[config.mk]
export PLATFORM = sky130hd
export DESIGN_NAME = bmp_24bit_stream_parser
export DESIGN_NICKNAME = d
export VERILOG_FILES = /design/src/sv/bmpp_pkg.sv /design/src/sv/bmp_24bit_stream_parser.sv /design/src/sv/bmpp_parse.sv /design/src/sv/bmpp_out_reg.sv
export SDC_FILE = /design/constraint.sdc
export NUM_CORES = 1
export LEC_CHECK = 0
export BUFFER_PORTS_ARGS = -buffer_cell sky130_fd_sc_hd__buf_2
export CORE_MARGIN = 2
export CORE_UTILIZATION = 55
export CTS_CLUSTER_DIAMETER = 40
export CTS_CLUSTER_SIZE = 8
export DETAILED_ROUTE_END_ITERATION = 10
export PLACE_DENSITY = 0.7
export SLEW_MARGIN = 20
export SYNTH_ARGS = -nofsm -noshare
export SYNTH_HDL_FRONTEND = slang
export SYNTH_HIERARCHICAL = 1
export SYNTH_SLANG_ARGS = --single-unit
[constraint.sdc]
create_clock -name clk -period 4.4 [get_ports clk]
set_input_delay 0.44 -clock clk [delete_from_list [all_inputs] [get_ports clk]]
set_output_delay 0.44 -clock clk [all_outputs]
set_load 0.01 [all_outputs]
[src/sv/bmpp_pkg.sv]
// shared types and constants of the bmp 24-bit stream parser
`default_nettype none

package bmpp_pkg;

	localparam int DEF_MAX_WIDTH  = 4096;
	localparam int DEF_MAX_HEIGHT = 4096;

	localparam logic [15:0] SIG_BM   = 16'h4D42;
	localparam logic [31:0] DIB_SIZE = 32'd40;
	localparam logic [15:0] PLANES_1 = 16'd1;
	localparam logic [15:0] BPP_24   = 16'd24;

	localparam logic [5:0] HB_SIG     = 6'd1;
	localparam logic [5:0] HB_DIB     = 6'd17;
	localparam logic [5:0] HB_WIDTH   = 6'd21;
	localparam logic [5:0] HB_HEIGHT  = 6'd25;
	localparam logic [5:0] HB_PLANES  = 6'd27;
	localparam logic [5:0] HB_BPP     = 6'd29;
	localparam logic [5:0] HB_COLORS  = 6'd49;
	localparam logic [5:0] HB_END     = 6'd53;

	localparam logic [2:0] ST_PIXEL    = 3'd0;
	localparam logic [2:0] ST_EMPTY    = 3'd1;
	localparam logic [2:0] ST_BAD_SIG  = 3'd2;
	localparam logic [2:0] ST_BAD_DIB  = 3'd3;
	localparam logic [2:0] ST_BAD_PLN  = 3'd4;
	localparam logic [2:0] ST_BAD_BPP  = 3'd5;
	localparam logic [2:0] ST_PALETTE  = 3'd6;
	localparam logic [2:0] ST_TOO_BIG  = 3'd7;

	localparam int TDATA_W = 48;

	typedef struct packed {
		logic [2:0]  status;
		logic [11:0] column;
		logic [11:0] row;
		logic [7:0]  red;
		logic [7:0]  green;
		logic [7:0]  blue;
		logic        last;
	} pix_result_t;

endpackage

`default_nettype wire

[src/sv/bmp_24bit_stream_parser.sv]
// top level of the bmp 24-bit stream parser
//
// channel  dir  tdata                      tuser        tlast
// s_       in   data_byte[7:0]             first_byte   -
// m_       out  column,row,red,green,blue  status[2:0]  last
//
// one file byte is taken per cycle, back to back, while s_tready is high
// a result word appears in the cycle after the byte that completes it
// the single result register decouples both sides; s_tready drops only
// while that register is full and m_tready is low
// arst_n clears the parser to idle; bytes before a first_byte are dropped
`default_nettype none

module bmp_24bit_stream_parser import bmpp_pkg::*; #(
	parameter int MAX_WIDTH  = DEF_MAX_WIDTH,
	parameter int MAX_HEIGHT = DEF_MAX_HEIGHT
) (
	input  wire logic               clk,
	input  wire logic               arst_n,
	input  wire logic               s_tvalid,
	output logic                    s_tready,
	input  wire logic [7:0]         s_tdata,  // data_byte
	input  wire logic               s_tuser,  // first_byte
	output logic                    m_tvalid,
	input  wire logic               m_tready,
	output logic [TDATA_W-1:0]      m_tdata,  // column, row, red, green, blue
	output logic [2:0]              m_tuser,  // status
	output logic                    m_tlast
);

	logic        accept;
	logic        res_valid;
	pix_result_t res;
	pix_result_t out_res;

	assign accept = s_tvalid && s_tready;

	bmpp_parse #(
		.MAX_WIDTH  (MAX_WIDTH),
		.MAX_HEIGHT (MAX_HEIGHT)
	) u_parse (
		.clk        (clk),
		.arst_n     (arst_n),
		.accept     (accept),
		.data_byte  (s_tdata),
		.first_byte (s_tuser),
		.res        (res),
		.res_valid  (res_valid)
	);

	bmpp_out_reg u_out (
		.clk       (clk),
		.arst_n    (arst_n),
		.in_valid  (res_valid),
		.in_res    (res),
		.ready     (s_tready),
		.out_valid (m_tvalid),
		.out_ready (m_tready),
		.out_res   (out_res)
	);

	assign m_tdata = {out_res.blue, out_res.green, out_res.red, out_res.row, out_res.column};
	assign m_tuser = out_res.status;
	assign m_tlast = out_res.last;

endmodule

`default_nettype wire

[src/sv/bmpp_parse.sv]
// header field checks, pixel assembly and row counters
`default_nettype none

module bmpp_parse import bmpp_pkg::*; #(
	parameter int MAX_WIDTH  = DEF_MAX_WIDTH,
	parameter int MAX_HEIGHT = DEF_MAX_HEIGHT
) (
	input  wire logic        clk,
	input  wire logic        arst_n,
	input  wire logic        accept,
	input  wire logic [7:0]  data_byte,
	input  wire logic        first_byte,
	output pix_result_t      res,
	output logic             res_valid
);

	localparam int WW = $clog2(MAX_WIDTH + 2);
	localparam int HW = $clog2(MAX_HEIGHT + 2);
	localparam int WIDTH_HUGE  = MAX_WIDTH + 1;
	localparam int HEIGHT_HUGE = MAX_HEIGHT + 1;

	typedef enum logic [1:0] {
		PH_IDLE,
		PH_HEADER,
		PH_PIXELS,
		PH_DONE
	} phase_t;

	phase_t      phase_q, phase_d, phase_cur;
	logic [5:0]  cnt_q, cnt_d, cnt_cur;
	logic [31:0] shift_q, shift_d, shift_cur, shift_new;
	logic [WW-1:0] width_q, width_d;
	logic [HW-1:0] height_q, height_d;
	logic [WW-1:0] col_q, col_d, col_next;
	logic [HW-1:0] row_q, row_d, row_next;
	logic [1:0]  color_q, color_d;
	logic [7:0]  blue_q, blue_d;
	logic [7:0]  green_q, green_d;
	logic [1:0]  pad_q, pad_d;
	logic        fail;
	logic [2:0]  fail_status;

	assign shift_new = {data_byte, shift_cur[31:8]};
	assign col_next  = col_q + 1'b1;
	assign row_next  = row_q + 1'b1;

	always_comb begin
		phase_cur   = phase_q;
		cnt_cur     = cnt_q;
		shift_cur   = shift_q;
		if (first_byte) begin
			phase_cur = PH_HEADER;
			cnt_cur   = '0;
			shift_cur = '0;
		end
		phase_d     = phase_q;
		cnt_d       = cnt_q;
		shift_d     = shift_q;
		width_d     = width_q;
		height_d    = height_q;
		col_d       = col_q;
		row_d       = row_q;
		color_d     = color_q;
		blue_d      = blue_q;
		green_d     = green_q;
		pad_d       = pad_q;
		fail        = 1'b0;
		fail_status = ST_PIXEL;
		res         = '0;
		res_valid   = 1'b0;
		if (accept) begin
			phase_d = phase_cur;
			cnt_d   = cnt_cur;
			shift_d = shift_cur;
			case (phase_cur)
				PH_HEADER: begin
					shift_d = shift_new;
					cnt_d   = cnt_cur + 1'b1;
					case (cnt_cur)
						HB_SIG: begin
							if (shift_new[31:16] != SIG_BM) begin
								fail = 1'b1; fail_status = ST_BAD_SIG;
							end
						end
						HB_DIB: begin
							if (shift_new != DIB_SIZE) begin
								fail = 1'b1; fail_status = ST_BAD_DIB;
							end
						end
						HB_WIDTH: begin
							if (shift_new[31] || shift_new > 32'(MAX_WIDTH))
								width_d = WW'(WIDTH_HUGE);
							else
								width_d = WW'(shift_new);
						end
						HB_HEIGHT: begin
							if (shift_new[31] || shift_new > 32'(MAX_HEIGHT))
								height_d = HW'(HEIGHT_HUGE);
							else
								height_d = HW'(shift_new);
						end
						HB_PLANES: begin
							if (shift_new[31:16] != PLANES_1) begin
								fail = 1'b1; fail_status = ST_BAD_PLN;
							end
						end
						HB_BPP: begin
							if (shift_new[31:16] != BPP_24) begin
								fail = 1'b1; fail_status = ST_BAD_BPP;
							end
						end
						HB_COLORS: begin
							if (shift_new != '0) begin
								fail = 1'b1; fail_status = ST_PALETTE;
							end
						end
						HB_END: begin
							if (width_q > WW'(MAX_WIDTH) || height_q > HW'(MAX_HEIGHT)) begin
								fail = 1'b1; fail_status = ST_TOO_BIG;
							end else if (width_q == '0 || height_q == '0) begin
								fail = 1'b1; fail_status = ST_EMPTY;
							end else begin
								phase_d = PH_PIXELS;
								col_d   = '0;
								row_d   = '0;
								color_d = '0;
								pad_d   = '0;
							end
						end
						default: begin
						end
					endcase
					if (fail) begin
						phase_d       = PH_DONE;
						res_valid     = 1'b1;
						res.status    = fail_status;
						res.last      = 1'b1;
					end
				end
				PH_PIXELS: begin
					if (pad_q != '0) begin
						pad_d = pad_q - 1'b1;
					end else if (color_q == 2'd0) begin
						blue_d  = data_byte;
						color_d = 2'd1;
					end else if (color_q == 2'd1) begin
						green_d = data_byte;
						color_d = 2'd2;
					end else begin
						color_d    = 2'd0;
						res_valid  = 1'b1;
						res.status = ST_PIXEL;
						res.column = 12'(col_q);
						res.row    = 12'(row_q);
						res.red    = data_byte;
						res.green  = green_q;
						res.blue   = blue_q;
						if (col_next >= width_q) begin
							if (row_next >= height_q) begin
								res.last = 1'b1;
								phase_d  = PH_DONE;
							end else begin
								col_d = '0;
								row_d = row_next;
								// padding length equals width mod 4
								pad_d = width_q[1:0];
							end
						end else begin
							col_d = col_next;
						end
					end
				end
				default: begin
				end
			endcase
		end
	end

	always_ff @(posedge clk or negedge arst_n) begin
		if (!arst_n) begin
			phase_q  <= PH_IDLE;
			cnt_q    <= '0;
			shift_q  <= '0;
			width_q  <= '0;
			height_q <= '0;
			col_q    <= '0;
			row_q    <= '0;
			color_q  <= '0;
			blue_q   <= '0;
			green_q  <= '0;
			pad_q    <= '0;
		end else begin
			phase_q  <= phase_d;
			cnt_q    <= cnt_d;
			shift_q  <= shift_d;
			width_q  <= width_d;
			height_q <= height_d;
			col_q    <= col_d;
			row_q    <= row_d;
			color_q  <= color_d;
			blue_q   <= blue_d;
			green_q  <= green_d;
			pad_q    <= pad_d;
		end
	end

endmodule

`default_nettype wire

[src/sv/bmpp_out_reg.sv]
// result register between the parser and the output stream
`default_nettype none

module bmpp_out_reg import bmpp_pkg::*; (
	input  wire logic        clk,
	input  wire logic        arst_n,
	input  wire logic        in_valid,
	input  wire pix_result_t in_res,
	output logic             ready,
	output logic             out_valid,
	input  wire logic        out_ready,
	output pix_result_t      out_res
);

	logic        valid_q;
	pix_result_t res_q;

	assign ready     = !valid_q || out_ready;
	assign out_valid = valid_q;
	assign out_res   = res_q;

	always_ff @(posedge clk or negedge arst_n) begin
		if (!arst_n) begin
			valid_q <= 1'b0;
			res_q   <= '0;
		end else if (ready) begin
			valid_q <= in_valid;
			if (in_valid) begin
				res_q <= in_res;
			end
		end
	end

endmodule

`default_nettype wire

==> metrics.md <==
| Metric | Value |
|---|---|
| Fin Hold WS | `0.126 ns` |
| Cell breakdown of the critical path | `ha_1 > nand3_1 > nor3_1 > nand2b_1 > nand2_1 > ha_1 > and4_1 > a21oi_1 > and3_1 > a221oi_1 > o211a_1 > and2_1 > a32o_1` |
| Clock latency on the worst-skew pair | `0.44 ns` |
| Multi-input logic area | `4220 um^2` |
| Async SR Flop Fraction | `1.00` |
| Setup TNS | `0 ns` |
| Worst-margin pin slew | `0.953 ns` |
| Port bufs | `66` |
| Core Region | `15200 um^2` |
| Top_reg_cell synth | `dfrtp_1` |
| Hold Crit Class | `input port to async pin` |
| Synthesized instance count | `811` |
| Seq cells post-synth | `157` |
| Setup-failing EPs final | `0` |
| Share of layout cells above drive strength 1 | `0.224` |
| # nets final | `912` |
| HPWL Detailed | `13400 um` |
| Postcts setup bufs | `0` |
| Final Critical Period | `3.90 ns` |
| CP Capture Type | `flip-flop` |
| Std cell rows | `45` |
| Syn Nets | `856` |
| Slowest stage cell, crit path | `a221oi_1` |
| Detailed Route WL | `19000 um` |
| H-Tree Depth | `4` |
| Routed wire per std cell | `17.8 um` |
| CTS resizes | `0` |
| EDFF count, synth | `0` |
| Die X | `129 um` |
| Power Dens Cells | `401 nW/um^2` |
| DR vias/cell | `5.90` |
| Worst-path fanout max | `12` |
| Critical path startpoint category | `flip-flop` |
| DR vias | `6304` |
| Netlist cell types | `67` |
| Status | `finished, final reports clean` |
| First-pass GRT wire length | `31500 um` |
| Setup Crit Path Kind | `flip-flop to flip-flop` |
| Drt first pass iters | `4` |
| Slowest stage delay, CP | `0.57 ns` |
| Area growth syn-to-layout | `13.3%` |
| Syn Std Cell Area | `8530 um^2` |
| CP arrival | `4.26 ns` |
| # DRC | `0` |
| Total CTS buffers | `17` |
| Die height | `129 um` |
| Initial Util | `0.561` |
| # IOs | `67` |
| Vias in the first global route | `6218` |
| Fin. Hold Viols | `0` |
| RSZ-0062 raised after global routing | `false` |
| CTS Sinks | `157` |
| Synth warnings | `6` |
| Initial drt markers | `601` |
| Slew Limit Fails | `0` |
| VDD IR max | `0.325 mV` |
| Gr usage total | `0.241` |
| Worst Path Buf+Inv | `0` |
| Most frequent CP cell | `ha_1` |
| F_max | `257 MHz` |
| Gpl congestion | `0.908` |
| Die area | `16500 um^2` |
| Reg clk slew, reported paths | `0.07 ns` |
| # fillers | `1229` |
| Relative slew slack | `0.365` |
| Tot Pwr | `3.88 mW` |
| Seq/Total Area, Yosys | `0.461` |
| Storage cell area | `3930 um^2` |
| Mapped Avg Cell Area | `10.5 um^2` |
| Antenna cells | `0` |
| Leakage | `4.99 nW` |
| Post-CTS Hold Buffers | `0` |
| Root Buffer | `clkbuf_16` |
| Clock Path Buffers | `2` |
| Initial antenna violation count | `0` |
| Maxcap violations | `0` |
| Clock skew | `0.00949 ns` |
| Crit path max-delay family | `simple AND/OR/NAND/NOR gates` |
| CTS tree | `built` |
| Layout Utilization | `0.636` |
| WP data required | `4.77 ns` |
| Grt total ovfl | `0` |
| Fin crit share | `0.885` |
| Largest net degree at the start of global routing | `107` |
| DRT antenna net count | `0` |
## cells in the final DEF (no fill, tap or decap), types with 6 or more instances in the layout
cell | Yosys | final
a21oi_1 | 36 | 36
buf_4 | 0 | 10
mux2_4 | 50 | 50
nand3_1 | 19 | 19
xor2_1 | 9 | 9
nor4_1 | 7 | 7
ha_1 | 32 | 32
nor3_1 | 7 | 7
buf_2 | 2 | 65
nand2_1 | 73 | 73
a32o_1 | 9 | 9
mux2_2 | 18 | 18
nor2_1 | 29 | 29
nand2b_1 | 16 | 16
inv_6 | 0 | 6
o22ai_1 | 19 | 19
a21o_1 | 11 | 11
inv_1 | 49 | 49
o21ai_0 | 44 | 43
xnor2_1 | 11 | 11
a22o_1 | 11 | 11
clkbuf_16 | 0 | 17
and3_1 | 29 | 29
and2_1 | 53 | 53
dfrtp_1 | 157 | 157
## metal layers
| metal | up-vias | wire (um) | global-route usage |
|---|---|---|---|
| li1 | 2984 | - | - |
| met1 | 3117 | 8600 | 0.325 |
| met4 | 0 | 453 | 0.100 |
| met2 | 167 | 9220 | 0.384 |
| met3 | 36 | 758 | 0.0491 |
| met5 | - | 0 | 0 |
## final cells by class
type | instances | share of cell area
Multi-Input combinational cell | 564 | 0.436
Sequential cell | 157 | 0.406
Tap cell | 188 | 0.0243
Clock buffer | 17 | 0.0440
Inverter | 50 | 0.0194
Clock inverter | 15 | 0.0252
Timing Repair Buffer | 77 | 0.0446
## power by group
group / internal, mW / switching, mW / total (mW)
clock network: 1.03 / 0.647 / 1.68
logic: 0.208 / 0.319 / 0.527
registers: 1.55 / 0.122 / 1.67
## flip-flops by register name, indices dropped and copies added (netlist names), 8 cells and up
register / cells
u_out/out_res: 52
u_parse/blue_q: 8
u_parse/col_q: 13
u_parse/green_q: 8
u_parse/height_q: 13
u_parse/row_q: 13
u_parse/shift_q: 24
u_parse/width_q: 13
## worst paths after layout
kind / start / end / slack [ns] / cells past startpoint
max in group asynchronous: arst_n / u_out/out_res[49] / 3.31 / 2
worst max-delay path: u_parse/col_q[0] / u_parse/row_q[7] / 0.50 / 13
worst min-delay path: arst_n / u_out/out_res[26] / 0.13 / 1
min in group clk: s_tdata[1] / u_parse/shift_q[25] / 0.32 / 2
worst min register to register: u_parse/height_q[12] / u_parse/height_q[12] / 0.50 / 2
worst max register to register: u_parse/col_q[0] / u_parse/row_q[7] / 0.50 / 13
## cells by family (layout without fill, tap and decap cells)
group,after synthesis,count (layout),share of synthesized area
and+or+nand+nor,271,271,0.179
AOI/OAI and AO/OA,172,172,0.134
DFF,157,157,0.461
buffers and inverters,90,159,0.0453
muxes,69,69,0.113
adders and majority gates,32,32,0.0469
xor gates and xnor gates,20,20,0.0205
## worst reg2reg max path, cell delays in order (launching register included)
cell and delay (ns):
dfrtp_1 0.43, ha_1 0.21, nand3_1 0.16, nor3_1 0.44, nand2b_1 0.20, nand2_1 0.07
ha_1 0.30, and4_1 0.21, a21oi_1 0.07, and3_1 0.16, a221oi_1 0.57, o211a_1 0.33
and2_1 0.43, a32o_1 0.24
## cells in the mapped netlist, types with 4 or more instances
master / count / area (um^2)
dfrtp_1: 157 / 3930
nand2_1: 73 / 274
and2_1: 53 / 332
mux2_4: 50 / 751
inv_1: 49 / 184
o21ai_0: 44 / 220
a21oi_1: 36 / 180
ha_1: 32 / 400
and3_1: 29 / 181
clkbuf_1: 29 / 109
nor2_1: 29 / 109
nand3_1: 19 / 95.1
o22ai_1: 19 / 119
mux2_2: 18 / 203
nand2b_1: 16 / 100
a21o_1: 11 / 82.6
a22o_1: 11 / 96.3
xnor2_1: 11 / 96.3
a32o_1: 9 / 90.1
xor2_1: 9 / 78.8
nor3_1: 7 / 35.0
nor4_1: 7 / 43.8
buf_6: 6 / 67.6
a31oi_1: 5 / 31.3
or3_1: 5 / 31.3
nand4_1: 4 / 25.0
nor2b_1: 4 / 25.0
o21a_1: 4 / 30.0
## through the flow
stage	instances	instance area (um^2)	setup WS (ns)
floorplan	811	8530	1.10
global placement	1036	9000	0.483
CTS	1068	9670	0.228
finish	1068	9670	0.505
detailed placement	1036	9000	0.259
global route	1068	9670	0.137
Power figures use the tool's default switching activity.
